[config.mk]
export PLATFORM = sky130hd
export DESIGN_NAME = keystroke_to_remote_input_events
export DESIGN_NICKNAME = d
export VERILOG_FILES = /design/src/sv/kre_pkg.sv /design/src/sv/kre_front.sv /design/src/sv/kre_queue.sv /design/src/sv/kre_back.sv /design/src/sv/keystroke_to_remote_input_events.sv
export SDC_FILE = /design/constraint.sdc
export NUM_CORES = 1
export LEC_CHECK = 0
export ABC_AREA = 1
export BUFFER_PORTS_ARGS = -buffer_cell sky130_fd_sc_hd__buf_2
export CAP_MARGIN = 20
export CORE_UTILIZATION = 40
export CTS_CLUSTER_DIAMETER = 60
export DETAILED_ROUTE_END_ITERATION = 12
export PLACE_DENSITY = 0.54
export RECOVER_POWER = 100
export SETUP_SLACK_MARGIN = 0.1
export SKIP_CTS_REPAIR_TIMING = 1
export SLEW_MARGIN = 20
export SYNTH_ARGS = -nofsm -noshare
export SYNTH_HDL_FRONTEND = slang
export SYNTH_SLANG_ARGS = --single-unit
[constraint.sdc]
create_clock -name aclk -period 9.8 [get_ports aclk]
set_input_delay 0 -clock aclk [delete_from_list [all_inputs] [get_ports aclk]]
set_output_delay 0 -clock aclk [all_outputs]
set_load 0.05 [all_outputs]
[src/sv/kre_pkg.sv]
`default_nettype none
// ----------------------------------------------------------------------------
// kre_pkg
// Shared types and constants for the keystroke to remote input event block.
// ----------------------------------------------------------------------------
package kre_pkg;

    // Configuration register indexes
    localparam int unsigned REG_INDEX_W = 3;
    localparam logic [REG_INDEX_W-1:0] REG_COMMAND_KEY = 3'd0;
    localparam logic [REG_INDEX_W-1:0] REG_MOUSE_KEYS  = 3'd1;
    localparam logic [REG_INDEX_W-1:0] REG_MOUSE_STEP  = 3'd2;
    localparam logic [REG_INDEX_W-1:0] REG_SCREEN_COLS = 3'd3;
    localparam logic [REG_INDEX_W-1:0] REG_SCREEN_ROWS = 3'd4;
    localparam int unsigned CFG_DATA_W = 56;

    // Result kinds
    localparam logic [1:0] KIND_NONE    = 2'd0;
    localparam logic [1:0] KIND_KEY     = 2'd1;
    localparam logic [1:0] KIND_POINTER = 2'd2;
    localparam logic [1:0] KIND_QUIT    = 2'd3;

    // Keysyms
    localparam logic [15:0] KEYSYM_BACKSPACE = 16'hff08;
    localparam logic [15:0] KEYSYM_TAB       = 16'hff09;
    localparam logic [15:0] KEYSYM_ESCAPE    = 16'hff1b;
    localparam logic [15:0] KEYSYM_RETURN    = 16'hff0d;
    localparam logic [15:0] KEYSYM_SHIFT_L   = 16'hffe1;
    localparam logic [15:0] KEYSYM_CONTROL_L = 16'hffe3;

    // Terminal bytes
    localparam logic [7:0] BYTE_BS  = 8'h08;
    localparam logic [7:0] BYTE_TAB = 8'h09;
    localparam logic [7:0] BYTE_CR  = 8'h0d;
    localparam logic [7:0] BYTE_ESC = 8'h1b;
    localparam logic [7:0] BYTE_DEL = 8'h7f;
    localparam logic [7:0] BYTE_ETX = 8'h03;
    localparam logic [7:0] BYTE_Q   = 8'h71;  // 'q'
    localparam logic [7:0] BYTE_I   = 8'h69;  // 'i'
    localparam logic [7:0] BYTE_R   = 8'h72;  // 'r'
    localparam logic [7:0] BYTE_L   = 8'h4c;  // 'L'

    // Pointer position limits
    localparam logic signed [17:0] POS_MAX = 18'sd65535;
    localparam logic signed [17:0] POS_MIN = -18'sd65535;

    // Queue between classifier and event generator
    localparam int unsigned QUEUE_DEPTH = 2;
    localparam int unsigned QUEUE_AW    = 1;

    typedef struct packed {
        logic [7:0]  command_key;
        logic [55:0] mouse_keys;
        logic [7:0]  mouse_step;
        logic [15:0] screen_cols;
        logic [15:0] screen_rows;
    } cfg_t;

    typedef enum logic [1:0] {
        JOB_NONE,
        JOB_QUIT,
        JOB_KEY,
        JOB_PTR
    } job_op_t;

    typedef enum logic [1:0] {
        MOD_NONE,
        MOD_SHIFT,
        MOD_CTRL
    } mod_t;

    // One classified item, ready to be expanded into events
    typedef struct packed {
        job_op_t           op;
        logic [15:0]       keysym;
        mod_t              modifier;
        logic signed [17:0] pos_x;
        logic signed [17:0] pos_y;
        logic [2:0]        btn;
        logic              redraw;
    } job_t;

endpackage
`default_nettype wire

[src/sv/kre_front.sv]
`default_nettype none
// ----------------------------------------------------------------------------
// kre_front
// Classifier: takes one byte, updates mode and pointer, pushes a job.
// ----------------------------------------------------------------------------
module kre_front (
    input  wire logic           aclk,
    input  wire logic           aresetn,
    input  wire logic           in_valid,
    output logic                in_ready,
    input  wire logic [7:0]     key_byte,
    input  wire kre_pkg::cfg_t  cfg,
    input  wire logic           q_full,
    output logic                push,
    output kre_pkg::job_t       job
);

    localparam logic [2:0] MK_LEFT  = 3'd0;
    localparam logic [2:0] MK_DOWN  = 3'd1;
    localparam logic [2:0] MK_UP    = 3'd2;
    localparam logic [2:0] MK_RIGHT = 3'd3;
    localparam logic [2:0] MK_BTN1  = 3'd4;
    localparam logic [2:0] MK_BTN2  = 3'd5;

    logic               mode_reg, mode_next;
    logic signed [17:0] col_reg, col_next;
    logic signed [17:0] row_reg, row_next;

    logic               hit;
    logic [2:0]         hit_idx;
    logic signed [17:0] step_ext, base, sum, moved;
    logic [15:0]        k;
    logic               accept;

    function automatic logic needs_shift(input logic [7:0] c);
        return (c inside {[8'h41:8'h5a]}) ||
               (c inside {8'h3a, 8'h22, 8'h3c, 8'h3e, 8'h3f, 8'h7b, 8'h7d,
                          8'h7c, 8'h2b, 8'h5f, 8'h28, 8'h29, 8'h2a, 8'h26,
                          8'h5e, 8'h25, 8'h24, 8'h23, 8'h40, 8'h21, 8'h7e});
    endfunction

    assign in_ready = ~q_full;
    assign accept   = in_valid & ~q_full;
    assign push     = accept;

    // Mouse key match, lowest index wins
    always_comb begin
        hit     = 1'b0;
        hit_idx = '0;
        for (int i = 6; i >= 0; i--) begin
            if (cfg.mouse_keys[8*i +: 8] == key_byte) begin
                hit     = 1'b1;
                hit_idx = 3'(i);
            end
        end
    end

    // Saturating pointer move, one shared adder
    always_comb begin
        step_ext = $signed({10'd0, cfg.mouse_step});
        base     = (hit_idx == MK_LEFT || hit_idx == MK_RIGHT) ? col_reg : row_reg;
        sum      = (hit_idx == MK_LEFT || hit_idx == MK_UP) ? base - step_ext
                                                             : base + step_ext;
        if (sum > kre_pkg::POS_MAX) begin
            moved = kre_pkg::POS_MAX;
        end else if (sum < kre_pkg::POS_MIN) begin
            moved = kre_pkg::POS_MIN;
        end else begin
            moved = sum;
        end
    end

    always_comb begin
        mode_next = mode_reg;
        col_next  = col_reg;
        row_next  = row_reg;
        k         = '0;
        job       = '0;
        job.op       = kre_pkg::JOB_NONE;
        job.modifier = kre_pkg::MOD_NONE;

        if (!mode_reg) begin
            if (key_byte == kre_pkg::BYTE_BS || key_byte == kre_pkg::BYTE_DEL) begin
                k = kre_pkg::KEYSYM_BACKSPACE;
            end else if (key_byte == kre_pkg::BYTE_TAB) begin
                k = kre_pkg::KEYSYM_TAB;
            end else if (key_byte == kre_pkg::BYTE_ESC) begin
                k = kre_pkg::KEYSYM_ESCAPE;
            end else if (key_byte == kre_pkg::BYTE_CR) begin
                k = kre_pkg::KEYSYM_RETURN;
            end else if (key_byte == cfg.command_key) begin
                mode_next = 1'b1;
            end else begin
                k = {8'd0, key_byte};
            end
        end else if (hit) begin
            job.op = kre_pkg::JOB_PTR;
            case (hit_idx)
                MK_LEFT, MK_RIGHT: col_next = moved;
                MK_DOWN, MK_UP:    row_next = moved;
                MK_BTN1:           job.btn  = 3'b001;
                MK_BTN2:           job.btn  = 3'b010;
                default:           job.btn  = 3'b100;
            endcase
        end else if (key_byte == cfg.command_key) begin
            k = {8'd0, key_byte};
        end else if (key_byte == kre_pkg::BYTE_Q || key_byte == kre_pkg::BYTE_I) begin
            mode_next = 1'b0;
        end else if (key_byte == kre_pkg::BYTE_ETX) begin
            job.op = kre_pkg::JOB_QUIT;
        end else if (key_byte == kre_pkg::BYTE_R || key_byte == kre_pkg::BYTE_L) begin
            job.redraw = 1'b1;
        end

        job.pos_x = col_next;
        job.pos_y = row_next;

        // Modifier is decided anew for each byte; ctrl overrides shift
        if (k != '0) begin
            job.op     = kre_pkg::JOB_KEY;
            job.keysym = k;
            if (k[15:8] == 8'd0 && needs_shift(k[7:0])) begin
                job.modifier = kre_pkg::MOD_SHIFT;
            end
            if (k >= 16'd1 && k <= 16'd26) begin
                job.keysym   = k + 16'h0060;
                job.modifier = kre_pkg::MOD_CTRL;
            end
        end
    end

    always_ff @(posedge aclk) begin
        if (!aresetn) begin
            mode_reg <= 1'b0;
            col_reg  <= '0;
            row_reg  <= '0;
        end else if (accept) begin
            mode_reg <= mode_next;
            col_reg  <= col_next;
            row_reg  <= row_next;
        end
    end

endmodule
`default_nettype wire

[src/sv/kre_queue.sv]
`default_nettype none
// ----------------------------------------------------------------------------
// kre_queue
// Two-entry job queue between classifier and event generator.
// ----------------------------------------------------------------------------
module kre_queue (
    input  wire logic          aclk,
    input  wire logic          aresetn,
    input  wire logic          push,
    input  wire kre_pkg::job_t push_job,
    output logic               full,
    input  wire logic          pop,
    output kre_pkg::job_t      head_job,
    output logic               head_valid
);

    localparam int unsigned CW = kre_pkg::QUEUE_AW + 1;

    kre_pkg::job_t                 mem [kre_pkg::QUEUE_DEPTH];
    logic [kre_pkg::QUEUE_AW-1:0]  wr_ptr_reg, wr_ptr_next;
    logic [kre_pkg::QUEUE_AW-1:0]  rd_ptr_reg, rd_ptr_next;
    logic [CW-1:0]                 count_reg, count_next;
    logic                          do_push, do_pop;

    assign full       = (count_reg == CW'(kre_pkg::QUEUE_DEPTH));
    assign head_valid = (count_reg != '0);
    assign head_job   = mem[rd_ptr_reg];
    assign do_push    = push & ~full;
    assign do_pop     = pop & head_valid;

    always_comb begin
        wr_ptr_next = do_push ? wr_ptr_reg + 1'b1 : wr_ptr_reg;
        rd_ptr_next = do_pop  ? rd_ptr_reg + 1'b1 : rd_ptr_reg;
        count_next  = count_reg + CW'(do_push) - CW'(do_pop);
    end

    always_ff @(posedge aclk) begin
        if (!aresetn) begin
            wr_ptr_reg <= '0;
            rd_ptr_reg <= '0;
            count_reg  <= '0;
        end else begin
            wr_ptr_reg <= wr_ptr_next;
            rd_ptr_reg <= rd_ptr_next;
            count_reg  <= count_next;
        end
    end

    always_ff @(posedge aclk) begin
        if (do_push) begin
            mem[wr_ptr_reg] <= push_job;
        end
    end

endmodule
`default_nettype wire

[src/sv/kre_back.sv]
`default_nettype none
// ----------------------------------------------------------------------------
// kre_back
// Event generator: expands the head job into one to four result items.
// ----------------------------------------------------------------------------
module kre_back (
    input  wire logic          aclk,
    input  wire logic          aresetn,
    input  wire kre_pkg::cfg_t cfg,
    input  wire kre_pkg::job_t head_job,
    input  wire logic          head_valid,
    output logic               pop,
    output logic               out_valid,
    input  wire logic          out_ready,
    output logic [1:0]         out_kind,
    output logic [15:0]        out_keysym,
    output logic               out_key_down,
    output logic [15:0]        out_pointer_x,
    output logic [15:0]        out_pointer_y,
    output logic [2:0]         out_button_mask,
    output logic               out_redraw,
    output logic               out_last
);

    typedef struct packed {
        logic [1:0]  kind;
        logic [15:0] keysym;
        logic        key_down;
        logic [15:0] pointer_x;
        logic [15:0] pointer_y;
        logic [2:0]  button_mask;
        logic        redraw;
        logic        last;
    } res_t;

    logic [1:0]  step_reg, step_next;
    logic        valid_reg, valid_next;
    res_t        res_reg, res;
    logic        load;
    logic [15:0] mod_sym, px, py;

    // max(0, min(size-1, pos)); a size of zero gives zero
    function automatic logic [15:0] clamp_pos(input logic signed [17:0] pos,
                                              input logic [15:0] size);
        logic [15:0] r;
        if (pos[17]) begin
            r = '0;
        end else if (pos[16:0] >= {1'b0, size}) begin
            r = (size == 16'd0) ? 16'd0 : size - 16'd1;
        end else begin
            r = pos[15:0];
        end
        return r;
    endfunction

    always_comb begin
        px      = clamp_pos(head_job.pos_x, cfg.screen_cols);
        py      = clamp_pos(head_job.pos_y, cfg.screen_rows);
        mod_sym = (head_job.modifier == kre_pkg::MOD_SHIFT) ? kre_pkg::KEYSYM_SHIFT_L
                                                            : kre_pkg::KEYSYM_CONTROL_L;
        res      = '0;
        res.last = 1'b1;
        case (head_job.op)
            kre_pkg::JOB_NONE: begin
                res.kind   = kre_pkg::KIND_NONE;
                res.redraw = head_job.redraw;
            end
            kre_pkg::JOB_QUIT: begin
                res.kind = kre_pkg::KIND_QUIT;
            end
            kre_pkg::JOB_KEY: begin
                res.kind = kre_pkg::KIND_KEY;
                if (head_job.modifier != kre_pkg::MOD_NONE) begin
                    // modifier down, key down, key up, modifier up
                    case (step_reg)
                        2'd0: begin
                            res.keysym   = mod_sym;
                            res.key_down = 1'b1;
                            res.last     = 1'b0;
                        end
                        2'd1: begin
                            res.keysym   = head_job.keysym;
                            res.key_down = 1'b1;
                            res.last     = 1'b0;
                        end
                        2'd2: begin
                            res.keysym = head_job.keysym;
                            res.last   = 1'b0;
                        end
                        default: begin
                            res.keysym = mod_sym;
                        end
                    endcase
                end else begin
                    res.keysym = head_job.keysym;
                    case (step_reg)
                        2'd0: begin
                            res.key_down = 1'b1;
                            res.last     = 1'b0;
                        end
                        default: ;
                    endcase
                end
            end
            kre_pkg::JOB_PTR: begin
                res.kind      = kre_pkg::KIND_POINTER;
                res.pointer_x = px;
                res.pointer_y = py;
                if (head_job.btn != 3'd0) begin
                    // move, press, release
                    case (step_reg)
                        2'd0: res.last = 1'b0;
                        2'd1: begin
                            res.button_mask = head_job.btn;
                            res.last        = 1'b0;
                        end
                        default: ;
                    endcase
                end
            end
            default: ;
        endcase
    end

    assign load = head_valid & (~valid_reg | out_ready);
    assign pop  = load & res.last;

    always_comb begin
        step_next  = step_reg;
        valid_next = valid_reg;
        if (load) begin
            valid_next = 1'b1;
            step_next  = res.last ? 2'd0 : step_reg + 2'd1;
        end else if (out_ready) begin
            valid_next = 1'b0;
        end
    end

    always_ff @(posedge aclk) begin
        if (!aresetn) begin
            step_reg  <= '0;
            valid_reg <= 1'b0;
        end else begin
            step_reg  <= step_next;
            valid_reg <= valid_next;
        end
    end

    always_ff @(posedge aclk) begin
        if (load) begin
            res_reg <= res;
        end
    end

    assign out_valid       = valid_reg;
    assign out_kind        = res_reg.kind;
    assign out_keysym      = res_reg.keysym;
    assign out_key_down    = res_reg.key_down;
    assign out_pointer_x   = res_reg.pointer_x;
    assign out_pointer_y   = res_reg.pointer_y;
    assign out_button_mask = res_reg.button_mask;
    assign out_redraw      = res_reg.redraw;
    assign out_last        = res_reg.last;

endmodule
`default_nettype wire

[src/sv/keystroke_to_remote_input_events.sv]
`default_nettype none
// ----------------------------------------------------------------------------
// keystroke_to_remote_input_events
// The first result item passes the queue write on the taking edge and then
// the output register load, which waits while that register is full and m_tready is low.
// Throughput: 1 to 4 result items per input item, one per cycle while m_tready
// is high, set by the single output register; an input item is taken every
// cycle while the two-entry job queue has room.
// Reset (aresetn low, synchronous): normal mode, pointer at 0,0, queue and
// output emptied, registers back to their defaults.
// ----------------------------------------------------------------------------
//
// Structure:
//   kre_front  - decodes the terminal byte against the current mode and the
//                configured keys, moves the kept pointer (saturating), and
//                pushes one job per byte.
//   kre_queue  - two-entry job queue, so the front keeps taking bytes while
//                the back drains a multi-event job.
//   kre_back   - walks the head job through its events (shift/ctrl wrap,
//                button press/release), clamps the pointer to the screen and
//                loads the output register.
//
module keystroke_to_remote_input_events (
    input  wire logic        aclk,
    input  wire logic        aresetn,

    // Input items
    input  wire logic        s_tvalid,
    output logic             s_tready,
    input  wire logic [7:0]  s_tdata,    // [7:0] key_byte

    // Result items
    output logic             m_tvalid,
    input  wire logic        m_tready,
    output logic [55:0]      m_tdata,    // [15:0] keysym, [16] key_down,
                                         // [32:17] pointer_x, [48:33] pointer_y,
                                         // [51:49] button_mask,
                                         // [52] redraw_request, [55:53] zero
    output logic [1:0]       m_tuser,    // [1:0] kind
    output logic             m_tlast,

    // Configuration writes
    input  wire logic                            cfg_we,
    input  wire logic [kre_pkg::REG_INDEX_W-1:0] cfg_index,
    input  wire logic [kre_pkg::CFG_DATA_W-1:0]  cfg_wdata
);

    // Configuration registers
    kre_pkg::cfg_t cfg_reg;

    // Front to queue
    logic          push;
    kre_pkg::job_t push_job;
    logic          q_full;

    // Queue to back
    logic          pop;
    kre_pkg::job_t head_job;
    logic          head_valid;

    // Back outputs
    logic [1:0]    out_kind;
    logic [15:0]   out_keysym;
    logic          out_key_down;
    logic [15:0]   out_pointer_x;
    logic [15:0]   out_pointer_y;
    logic [2:0]    out_button_mask;
    logic          out_redraw;

    // Register writes land at once; indexes past the list are dropped.
    always_ff @(posedge aclk) begin
        if (!aresetn) begin
            cfg_reg.command_key <= 8'd0;
            cfg_reg.mouse_keys  <= 56'd0;
            cfg_reg.mouse_step  <= 8'd1;
            cfg_reg.screen_cols <= 16'd640;
            cfg_reg.screen_rows <= 16'd480;
        end else if (cfg_we) begin
            case (cfg_index)
                kre_pkg::REG_COMMAND_KEY: cfg_reg.command_key <= cfg_wdata[7:0];
                kre_pkg::REG_MOUSE_KEYS:  cfg_reg.mouse_keys  <= cfg_wdata[55:0];
                kre_pkg::REG_MOUSE_STEP:  cfg_reg.mouse_step  <= cfg_wdata[7:0];
                kre_pkg::REG_SCREEN_COLS: cfg_reg.screen_cols <= cfg_wdata[15:0];
                kre_pkg::REG_SCREEN_ROWS: cfg_reg.screen_rows <= cfg_wdata[15:0];
                default: ;
            endcase
        end
    end

    kre_front u_front (
        .aclk     (aclk),
        .aresetn  (aresetn),
        .in_valid (s_tvalid),
        .in_ready (s_tready),
        .key_byte (s_tdata),
        .cfg      (cfg_reg),
        .q_full   (q_full),
        .push     (push),
        .job      (push_job)
    );

    kre_queue u_queue (
        .aclk       (aclk),
        .aresetn    (aresetn),
        .push       (push),
        .push_job   (push_job),
        .full       (q_full),
        .pop        (pop),
        .head_job   (head_job),
        .head_valid (head_valid)
    );

    kre_back u_back (
        .aclk            (aclk),
        .aresetn         (aresetn),
        .cfg             (cfg_reg),
        .head_job        (head_job),
        .head_valid      (head_valid),
        .pop             (pop),
        .out_valid       (m_tvalid),
        .out_ready       (m_tready),
        .out_kind        (out_kind),
        .out_keysym      (out_keysym),
        .out_key_down    (out_key_down),
        .out_pointer_x   (out_pointer_x),
        .out_pointer_y   (out_pointer_y),
        .out_button_mask (out_button_mask),
        .out_redraw      (out_redraw),
        .out_last        (m_tlast)
    );

    // Pack the result fields, lowest field first
    assign m_tdata = {3'd0, out_redraw, out_button_mask, out_pointer_y,
                      out_pointer_x, out_key_down, out_keysym};
    assign m_tuser = out_kind;

endmodule
`default_nettype wire
==> impl_metrics.ini <==
[yosys]
synth.largest_area_cell = edfxtp_1
synth-warning-count = 0
synthDistinctLibCells = 57
avgSynthCellArea_um2 = 7.92
syn_area_um2 = 17400
async_flop_share_pct = 0
synth-main-ff-cell = edfxtp_1
ys_seq_elements = 316
synth.most_common_cell = nand2_1
synth_commonest_cells = nand2_1, inv_1, o21ai_0
synth-edff-count = 167
synth_top_cell_area_share_pct = 28.9
syn_inst = 2193
ys_seq_area_share_pct = 46.0
synth_area_leaders = edfxtp_1, dfxtp_1, nand2_1, o21ai_0, a21oi_1

[final_layout]
final_nets = 2500
antennaDiodeCount = 0
fin_cells = 2970
drive_gt1_share_pct = 9.28
area_growth_pct = 16.2
multiInputGateArea_um2 = 7750
finalCoreUtilization_pct = 47.6
nFillCells = 4251
regArea_um2 = 8000
postLayoutCellArea_um2 = 20200
largest_reg_flops = 114

[job]
maxCapViolCount = 8

[route]
via_per_inst = 5.17
antenna_left = 0
drt-total-wl_um = 55500
drc = 0
drt_iter0_drc = 1170
dr.pass1.iters = 6
vias = 15300
routedWlPerCell_um = 18.7

[setup_path]
cp-end-kind = flip-flop
required_ns = 10.22
cp-start-kind = flip-flop
crit_path_max_incr_delay_ns = 1.28
cp.arrival_ns = 7.45
cpMostUsedCell = nand2_1
worstSetupPathType = reg2reg
critPathSlowestCell = nand3_1
worst-path-max-fanout = 37

[clocking]
h-tree-depth = 2
cts_buffers = 40
cts.sinks = 316
clkLatencyLatePin_ns = 0.57
cts_buffer_depth = 3
cts_tree = built
clk_pin_slew_ns = 0.06
cts_root_buffer = clkbuf_16

[global_route]
grt_pass1_vias = 14300
grtUsageMet2_pct = 40.8
grt_overflow = 0
grt_usage_pct = 24.8
grtUsageMet1_pct = 32.6
use_met3_pct = 3.25
grt_busiest_layer = met2
antenna_found_initial = 6
grt_max_degree = 93
grt_pass1_wl_um = 83100

[timing]
hold_ws_ns = -0.0648
fmax_mhz = 142
fin_crit_ns = 7.02
fin_tns_setup_ns = 0
max-slew-margin-rel_pct = -160
setup_viol = 0
grt_setup_unrepaired = no
finalHoldViolCount = 2
setup_slack_ns = 2.78
final_max_slew_viol_count = 373
worstMarginPinSlew_ns = 3.90
skew_ns = 0.0228
fin_crit_sh_pct = 71.7

[place]
hpwlAfterDp_um = 39300
place_area_um2 = 18400
post-place-ws_ns = 3.99
finalWeightedCongestion = 0.941
dp_cells = 2821
io_buffers = 129

[outcome]
violations = hold timing, capacitance limit, slew limit
status = finished with violations

[die]
boundaryPins = 133
fp-row-count = 75
core_area_um2 = 42400
die-area_um2 = 44300
die_w_um = 210
die_h_um = 210
start_util_pct = 41.0

[power_and_ir_drop]
p_leak_uw = 0.00876
p_int_uw = 3050
clockPowerShare_pct = 27.3
switchingPower_uw = 2230
combPwrFrac_pct = 38.8
cellPowerDensity_nw_per_um2 = 261
ir_worst_vdd_v = 0.000152
seq_power_share_pct = 33.9
switching_share_pct = 42.3

[hold_path]
hp-class = in2reg
==> layout make-up <==
cell class | count | area share (%)
Multi-Input combinational cell | 1512 | 38.4
Sequential cell | 316 | 39.6
Clock inverter | 19 | 0.843
Clock buffer | 54 | 5.57
Tap cell | 577 | 3.57
Inverter | 275 | 5.12
Timing Repair Buffer | 217 | 6.91
==> power groups by stage <==
stage | registers, uW | clock network (uW) | logic (uW)
2_1_floorplan | 2150 | 0 | 1100
6_report | 1790 | 1440 | 2050
3_3_place_gp | 1800 | 0 | 2060
5_1_grt | 1810 | 1530 | 2240
3_5_place_dp | 1800 | 0 | 2060
4_1_cts | 1770 | 1470 | 2070
==> critical path, delay by kind of cell, from the launching register on <==
| kind | cells | cell delay (ns) |
|---|---|---|
| AO/OA/AOI/OAI | 3 | 1.13 |
| XOR/XNOR | 1 | 0.30 |
| adder cells (fa/ha/maj) | 2 | 0.77 |
| buffers and inverters | 4 | 0.41 |
| flip-flops | 1 | 0.33 |
| AND/OR/NAND/NOR | 19 | 3.93 |
==> logic make-up after synthesis <==
logic type | synth area share [%]
AOI/OAI and AO/OA | 15.1
xor gates and xnor gates | 2.02
adders and majority gates | 4.80
buffers and inverters | 8.49
DFF | 46.0
muxes | 0.461
other | 0.0432
and+or+nand+nor | 23.1
==> through the flow <==
stage	hold slack, ns	total power, uW
floorplan	0.126	3260
global placement	0.223	3860
detailed placement	0.232	3860
CTS	-0.362	5320
global route	0.00910	5580
finish	-0.0648	5280
==> placed cells by master, fill, tap and decap left out, types with 75 or more instances in the layout <==
cell / instances
nor2_1: 182
dlygate4sd3_1: 76
nand2_1: 499
o21ai_0: 213
nand3_1: 100
clkbuf_1: 75
a21oi_1: 205
edfxtp_1: 167
dfxtp_1: 149
inv_1: 253
==> final timing paths <==
kind	endpoint	cells after the start	from	slack, ns
setup / recovery	u_queue.mem[1][4]	29	cfg_reg[56]	2.78
hold reg to reg	flip-flop	1	u_queue.rd_ptr_reg	0.45
setup reg to reg	u_queue.mem[1][4]	29	cfg_reg[56]	2.78
hold / removal	cfg_reg[23]	5	cfg_index[2]	-0.06
==> metal layers <==
metal  vias to the layer above  part of all wire (%)
met3                       109                   5.4
met2                       463                    47
met4                         0                   4.0
li1                       7620                     -
met1                      7151                    44
met5                         -                     0
No activity file was read; power rests on OpenSTA's default activity.
